===== src/hdl/rdm_fpc_pkg.sv =====
// Package for the RDM frame parser/checker: status codes, frame limits,
// stream widths and the CRC-16 byte update. No dependencies.

package rdm_fpc_pkg;

    localparam int unsigned HDR_BYTES = 21;
    localparam int unsigned HDR_IDX_W = $clog2(HDR_BYTES);
    localparam logic [7:0]  MIN_FRAME = 8'd24;
    localparam logic [7:0]  MAX_PDL   = 8'd231;
    localparam logic [15:0] CRC_POLY  = 16'h1021;
    localparam logic [15:0] CRC_MSB   = 16'h8000;
    localparam logic [15:0] CRC_INIT  = 16'h0000;

    localparam int unsigned IN_W  = 8;
    localparam int unsigned RES_W = 179;
    localparam int unsigned OUT_W = ((RES_W + 7) / 8) * 8;

    typedef enum logic [2:0] {
        ST_OK        = 3'd0,
        ST_SHORT_BUF = 3'd1,
        ST_SHORT_LEN = 3'd2,
        ST_LEN_OVER  = 3'd3,
        ST_CRC_BAD   = 3'd4,
        ST_PDL_OVER  = 3'd5
    } status_t;

    // MSB-first CRC-16 update over one byte
    function automatic logic [15:0] crc16_byte(input logic [15:0] crc, input logic [7:0] b);
        logic [15:0] c;
        c = crc ^ {b, 8'h00};
        for (int i = 0; i < 8; i++)
        begin
            if ((c & CRC_MSB) != 16'h0000)
                c = {c[14:0], 1'b0} ^ CRC_POLY;
            else
                c = {c[14:0], 1'b0};
        end
        return c;
    endfunction

endpackage


===== src/hdl/rdm_frame_parse_check.sv =====
// m_tvalid rises when the last byte advances from the input register into the output register.
// Throughput: one byte per cycle; the input side stalls only while a held result waits.
// Reset (rst_n low, asynchronous): frame counters, CRC and handshake state cleared;
// captured header bytes are not reset.
// Top level of the RDM frame parser/checker. Depends on rdm_fpc_pkg.

module rdm_frame_parse_check (
    input  logic                           clk,
    input  logic                           rst_n,
    input  logic                           s_tvalid,
    output logic                           s_tready,
    input  logic [rdm_fpc_pkg::IN_W-1:0]   s_tdata,  // [7:0] data_byte
    input  logic                           s_tlast,  // last_byte
    output logic                           m_tvalid,
    input  logic                           m_tready,
    // [2:0] status, [10:3] msg_len, [58:11] dst_addr, [106:59] src_uid,
    // [114:107] transaction, [122:115] response_type, [138:123] msg_count,
    // [154:139] sub_dev, [170:155] parameter_id, [178:171] param_data_length,
    // [183:179] zero
    output logic [rdm_fpc_pkg::OUT_W-1:0]  m_tdata
);
    import rdm_fpc_pkg::*;

    logic                 in_valid_reg;
    logic [7:0]           in_data_reg;
    logic                 in_last_reg;
    logic                 advance;

    logic [7:0]           byte_count_reg, byte_count_next;
    logic [7:0]           decl_len_reg, decl_len_next;
    logic [15:0]          crc_reg, crc_next;
    logic [15:0]          rx_crc_reg, rx_crc_next;
    logic [7:0]           hdr_reg [HDR_BYTES];
    logic                 hdr_we;
    logic [HDR_IDX_W-1:0] hdr_sel;

    logic                 out_valid_reg;
    logic [OUT_W-1:0]     out_data_reg, out_data_next;

    logic [7:0]           dl;
    logic [15:0]          crc_upd;
    logic [15:0]          rx_upd;
    logic [7:0]           hdr_view [HDR_BYTES];
    logic [8:0]           idx9;
    status_t              status;

    assign advance  = in_valid_reg && (!in_last_reg || !out_valid_reg || m_tready);
    assign s_tready = !in_valid_reg || advance;
    assign m_tvalid = out_valid_reg;
    assign m_tdata  = out_data_reg;

    always_comb
    begin
        idx9    = {1'b0, byte_count_reg};
        dl      = (byte_count_reg == 8'd0) ? in_data_reg : decl_len_reg;
        crc_upd = crc_reg;
        rx_upd  = rx_crc_reg;
        hdr_we  = (byte_count_reg != 8'd0) && (byte_count_reg <= 8'(HDR_BYTES));
        hdr_sel = HDR_IDX_W'(byte_count_reg - 8'd1);
        if (byte_count_reg != 8'd0)
        begin
            if (idx9 + 9'd3 <= {1'b0, dl})
                crc_upd = crc16_byte(crc_reg, in_data_reg);
            if (idx9 + 9'd2 == {1'b0, dl})
                rx_upd = {in_data_reg, rx_crc_reg[7:0]};
            if (idx9 + 9'd1 == {1'b0, dl})
                rx_upd = {rx_crc_reg[15:8], in_data_reg};
        end
        for (int i = 0; i < HDR_BYTES; i++)
            hdr_view[i] = (hdr_we && hdr_sel == HDR_IDX_W'(i)) ? in_data_reg : hdr_reg[i];

        if (byte_count_reg < 8'd23)
            status = ST_SHORT_BUF;
        else if (dl < MIN_FRAME)
            status = ST_SHORT_LEN;
        else if ({1'b0, dl} > idx9 + 9'd1)
            status = ST_LEN_OVER;
        else if (crc_upd != rx_upd)
            status = ST_CRC_BAD;
        else if (hdr_view[20] > MAX_PDL)
            status = ST_PDL_OVER;
        else
            status = ST_OK;

        out_data_next = '0;
        out_data_next[2:0] = status;
        if (status == ST_OK)
        begin
            out_data_next[10:3]    = dl;
            out_data_next[58:11]   = {hdr_view[0], hdr_view[1], hdr_view[2],
                                      hdr_view[3], hdr_view[4], hdr_view[5]};
            out_data_next[106:59]  = {hdr_view[6], hdr_view[7], hdr_view[8],
                                      hdr_view[9], hdr_view[10], hdr_view[11]};
            out_data_next[114:107] = hdr_view[12];
            out_data_next[122:115] = hdr_view[13];
            out_data_next[138:123] = {hdr_view[15], hdr_view[14]};
            out_data_next[154:139] = {hdr_view[17], hdr_view[16]};
            out_data_next[170:155] = {hdr_view[19], hdr_view[18]};
            out_data_next[178:171] = hdr_view[20];
        end

        if (in_last_reg)
        begin
            byte_count_next = 8'd0;
            decl_len_next   = 8'd0;
            crc_next        = CRC_INIT;
            rx_crc_next     = 16'h0000;
        end
        else
        begin
            byte_count_next = (byte_count_reg == 8'hFF) ? byte_count_reg
                                                       : byte_count_reg + 8'd1;
            decl_len_next   = dl;
            crc_next        = crc_upd;
            rx_crc_next     = rx_upd;
        end
    end

    always_ff @(posedge clk or negedge rst_n)
    begin
        if (!rst_n)
        begin
            in_valid_reg   <= 1'b0;
            out_valid_reg  <= 1'b0;
            byte_count_reg <= 8'd0;
            decl_len_reg   <= 8'd0;
            crc_reg        <= CRC_INIT;
            rx_crc_reg     <= 16'h0000;
        end
        else
        begin
            if (s_tready)
                in_valid_reg <= s_tvalid;
            if (advance)
            begin
                byte_count_reg <= byte_count_next;
                decl_len_reg   <= decl_len_next;
                crc_reg        <= crc_next;
                rx_crc_reg     <= rx_crc_next;
            end
            if (advance && in_last_reg)
                out_valid_reg <= 1'b1;
            else if (m_tready)
                out_valid_reg <= 1'b0;
        end
    end

    always_ff @(posedge clk)
    begin
        if (s_tready && s_tvalid)
        begin
            in_data_reg <= s_tdata;
            in_last_reg <= s_tlast;
        end
        if (advance && in_last_reg)
            out_data_reg <= out_data_next;
        if (advance && hdr_we)
            hdr_reg[hdr_sel] <= in_data_reg;
    end

endmodule


===== config.mk =====
export PLATFORM = sky130hd
export DESIGN_NAME = rdm_frame_parse_check
export DESIGN_NICKNAME = d
export VERILOG_FILES = /design/src/hdl/rdm_fpc_pkg.sv /design/src/hdl/rdm_frame_parse_check.sv
export SDC_FILE = /design/constraint.sdc
export NUM_CORES = 1
export LEC_CHECK = 0
export BUFFER_PORTS_ARGS = -buffer_cell sky130_fd_sc_hd__buf_4
export CAP_MARGIN = 20
export CORE_MARGIN = 3
export CORE_UTILIZATION = 50
export DETAILED_ROUTE_END_ITERATION = 10
export GPL_TIMING_DRIVEN = 0
export PLACE_DENSITY = 0.7
export SLEW_MARGIN = 5
export SYNTH_ARGS = -nofsm -noshare
export SYNTH_HDL_FRONTEND = slang
export SYNTH_SLANG_ARGS = --single-unit

===== constraint.sdc =====
create_clock -name clk -period 6.4 [get_ports clk]
set_clock_uncertainty 0.1 [all_clocks]
set_input_delay 0.32 -clock clk [delete_from_list [all_inputs] [get_ports clk]]
set_output_delay 0.32 -clock clk [all_outputs]
set_load 0.01 [all_outputs]

==> reports/results.ini <==
[run_status]
run_status = completed

[sta]
max_freq_mhz = 165
setup_violations = 0
hold_viol = 0
slew_violations = 0
slew_headroom = 0.239
period_share = 0.949
worst_pin_slew_ns = 1.14
setup_ws_ns = 0.328
period_needed_ns = 6.07
hold_ws_ns = 0.0978

[grt]
antenna_found_initial = 0
grt_overflow = 0
grt_start_max_net_pins = 67
track_usage = 0.225
first_global_vias = 10998
grt_pass1_wl_microns = 66400

[power_and_ir_drop]
p_int_mw = 4.89
ir_drop_uv = 237
switchingPower_mw = 1.80
p_seq_frac = 0.466
p_comb_frac = 0.173
powerDensity_nw_per_um2 = 308
clkPwrFrac = 0.360
p_leak_nw = 8.16
swShare = 0.269

[floorplan]
dieWidth_microns = 196
die-height_microns = 196
die_area_sq_um = 38200
rows = 68
initial_utilization = 0.513
core_area_sq_um = 35000
ios = 199

[setup_path]
worstPathArrival_ns = 6.26
critPathKind = reg2reg
cp-end-kind = flop
required_ns = 6.59
start_kind = flop
crit_slowest_cell = dfrtp_1
critPathMaxFanout = 12
path_cells = inv_1 > ha_1 > or4b_4 > o21ai_1 > and2_1 > ha_1 > a21o_1 > a21o_1 > a211oi_2 > a221oi_4 > nor2_4 > buf_6 > mux2i_1 > xor2_1 > nor4_2 > nand3_2 > buf_4 > clkbuf_1 > nor4_1
cp.buffers_inverters = 4
cp_slowest_stage_delay_ns = 0.55
cp_top_family = simple AND/OR/NAND/NOR gates

[clocking]
clkSinkCount = 406
cts.clk_slew.worst_paths_ns = 0.06
cts_tree = built
cts_root_buf = clkbuf_16
numCtsBuffers = 43
clock_latency_ns = 0.54
htree_levels = 2
clockBufferDepth = 3

[job]
maxCapViolCount = 0

[detailed_routing]
wirelength_microns = 43700
drtPass1Iterations = 5
viasPerCell = 5.54
wl_per_cell_microns = 21.7
ant_nets = 0
route.detailed.drc = 0
first_iter_violations = 812
vias = 11144

[synthesis]
ys_types = 63
synth_area_leader_cell = edfxtp_1
synth_area_leaders = edfxtp_1, nor4_2, dfrtp_1
yosysWarnings = 0
ys_ff_latch = 406
ys_async_sr_fraction = 0.123
netlist.area_leader.share = 0.595
ys.flop_type = edfxtp_1
syn_area_per_cell_sq_um = 14.2
syn-instance-count = 1266
synth_edf_count = 356
synthesis.area_sq_um = 18000
ys_seq_area_frac = 0.665

[cells_and_area]
nets = 1566
area_growth_pct = 21.0
antenna_cells = 0
drive_gt1_frac = 0.291
fill_cells = 2661
fin_util = 0.621
largest_register_ffs = 179

[worst_hold_path]
min_path_type = in2reg

[place]
io_buffers = 193
dp_slack_ns = -0.512
dp_hpwl_microns = 30000
gp_congestion = 0.930

==> power by group through the flow <==
| stage | clock network, mW | registers [mW] | logic [mW] |
|---|---|---|---|
| floorplan | 0 | 3.16 | 0.769 |
| global placement | 0 | 3.19 | 1.09 |
| detailed placement | 0 | 3.18 | 1.11 |
| CTS | 2.45 | 3.12 | 1.13 |
| global route | 2.55 | 3.13 | 1.27 |
| finish | 2.41 | 3.12 | 1.16 |
==> cell usage in the layout (no fill, tap or decap), types with 13 or more instances in the layout <==
| cell type | n |
|---|---|
| ha_1 | 25 |
| xnor2_1 | 35 |
| clkbuf_1 | 59 |
| xor2_1 | 25 |
| nor4_2 | 133 |
| nand2_1 | 59 |
| o21ai_0 | 47 |
| edfxtp_1 | 356 |
| a22o_1 | 13 |
| nor4_1 | 42 |
| dfrtp_1 | 50 |
| clkbuf_16 | 43 |
| inv_1 | 175 |
| mux2i_1 | 34 |
| buf_4 | 204 |
| nor2_1 | 39 |
| nand3_1 | 17 |
| buf_6 | 18 |
==> path summary, 6_finish.rpt <==
kind                                   start         endpoint  slack, ns  cells past startpoint
max                        byte_count_reg[0]     m_tdata[139]       0.33                     19
min                                 m_tready     in_valid_reg        0.1                      4
max reg2reg                byte_count_reg[0]     m_tdata[139]       0.33                     19
min reg2reg                  decl_len_reg[6]  decl_len_reg[6]       0.38                      2
max in group asynchronous              rst_n       crc_reg[6]       5.46                      2
min in group asynchronous              rst_n      crc_reg[15]       0.25                      2
==> layer usage <==
metal	vias to the layer above	track usage	share of wire	routed length [microns]
met5	-	0	0	0
met2	378	0.372	0.48	21200
met4	0	0.0631	0.027	1190
met3	79	0.0321	0.059	2570
met1	5527	0.315	0.43	18700
li1	5160	-	-	-
==> synthesized netlist by cell type (6+ instances only) <==
master,number
dfrtp_1,50
a21o_1,6
nand2_1,59
nor4_2,129
nor4_1,48
and3_1,7
xor2_1,25
nor3_1,11
buf_2,6
buf_4,7
ha_1,25
a22o_1,13
a211oi_1,10
buf_6,17
nand4_1,8
inv_1,176
nor2_1,39
mux2i_1,35
a21oi_1,8
clkbuf_1,57
o21ai_0,48
edfxtp_1,356
xnor2_1,35
nand3_1,17
==> metrics by stage <==
stage / power, mW / cells / setup TNS, ns / cell area (sq um)
2_1_floorplan: 3.93 / 1270 / 0 / 18000
3_3_place_gp: 4.28 / 1918 / -166.66 / 20000
3_5_place_dp: 4.28 / 1922 / -29.69 / 20100
4_1_cts: 6.69 / 2009 / 0 / 21600
5_1_grt: 6.95 / 2013 / -0.0145 / 21700
6_report: 6.68 / 2013 / 0 / 21700
==> worst reg2reg max path, cell delays in order (launching register included) <==
cell      delay, ns
dfrtp_1        0.55
inv_1          0.25
ha_1           0.25
or4b_4         0.53
o21ai_1        0.26
and2_1         0.37
ha_1           0.33
a21o_1         0.19
a21o_1         0.21
a211oi_2       0.32
a221oi_4       0.18
nor2_4         0.28
buf_6          0.21
mux2i_1        0.32
xor2_1         0.13
nor4_2         0.32
nand3_2        0.11
buf_4          0.19
clkbuf_1       0.27
nor4_1         0.46
==> what timing repair did <==
| item | 4_1_cts | 5_1_grt |
|---|---|---|
| setup endpoints to repair | 177 | 177 |
| gates resized for setup | 7 | 17 |
| buffers inserted | 1 | 2 |
| hold buffers | 11 | 0 |
| endpoints found under the hold margin | 60 | 0 |
| pin swaps | 1 | 0 |
==> logic make-up (layout without fill, tap and decap cells) <==
kind of cell               count (synthesis)  count (layout)  synth area share
AOI/OAI and AO/OA                        121             121            0.0456
xor gates and xnor gates                  61              61            0.0305
adders and majority gates                 25              25            0.0174
buffers and inverters                    268             556            0.0650
DFF                                      406             406             0.665
muxes                                     38              38            0.0226
other                                      1               5          0.000209
and+or+nand+nor                          346             346             0.154
==> layout make-up <==
cell class | count | area (sq um) | share of cell area
Buffer | 91 | 509 | 0.0234
Clock buffer | 52 | 1120 | 0.0515
Clock inverter | 23 | 246 | 0.0113
Inverter | 176 | 661 | 0.0304
Multi-Input combinational cell | 596 | 4950 | 0.228
Sequential cell | 406 | 11900 | 0.549
Tap cell | 455 | 569 | 0.0262
Timing Repair Buffer | 214 | 1740 | 0.0800
(Power assumes the default switching activity.)
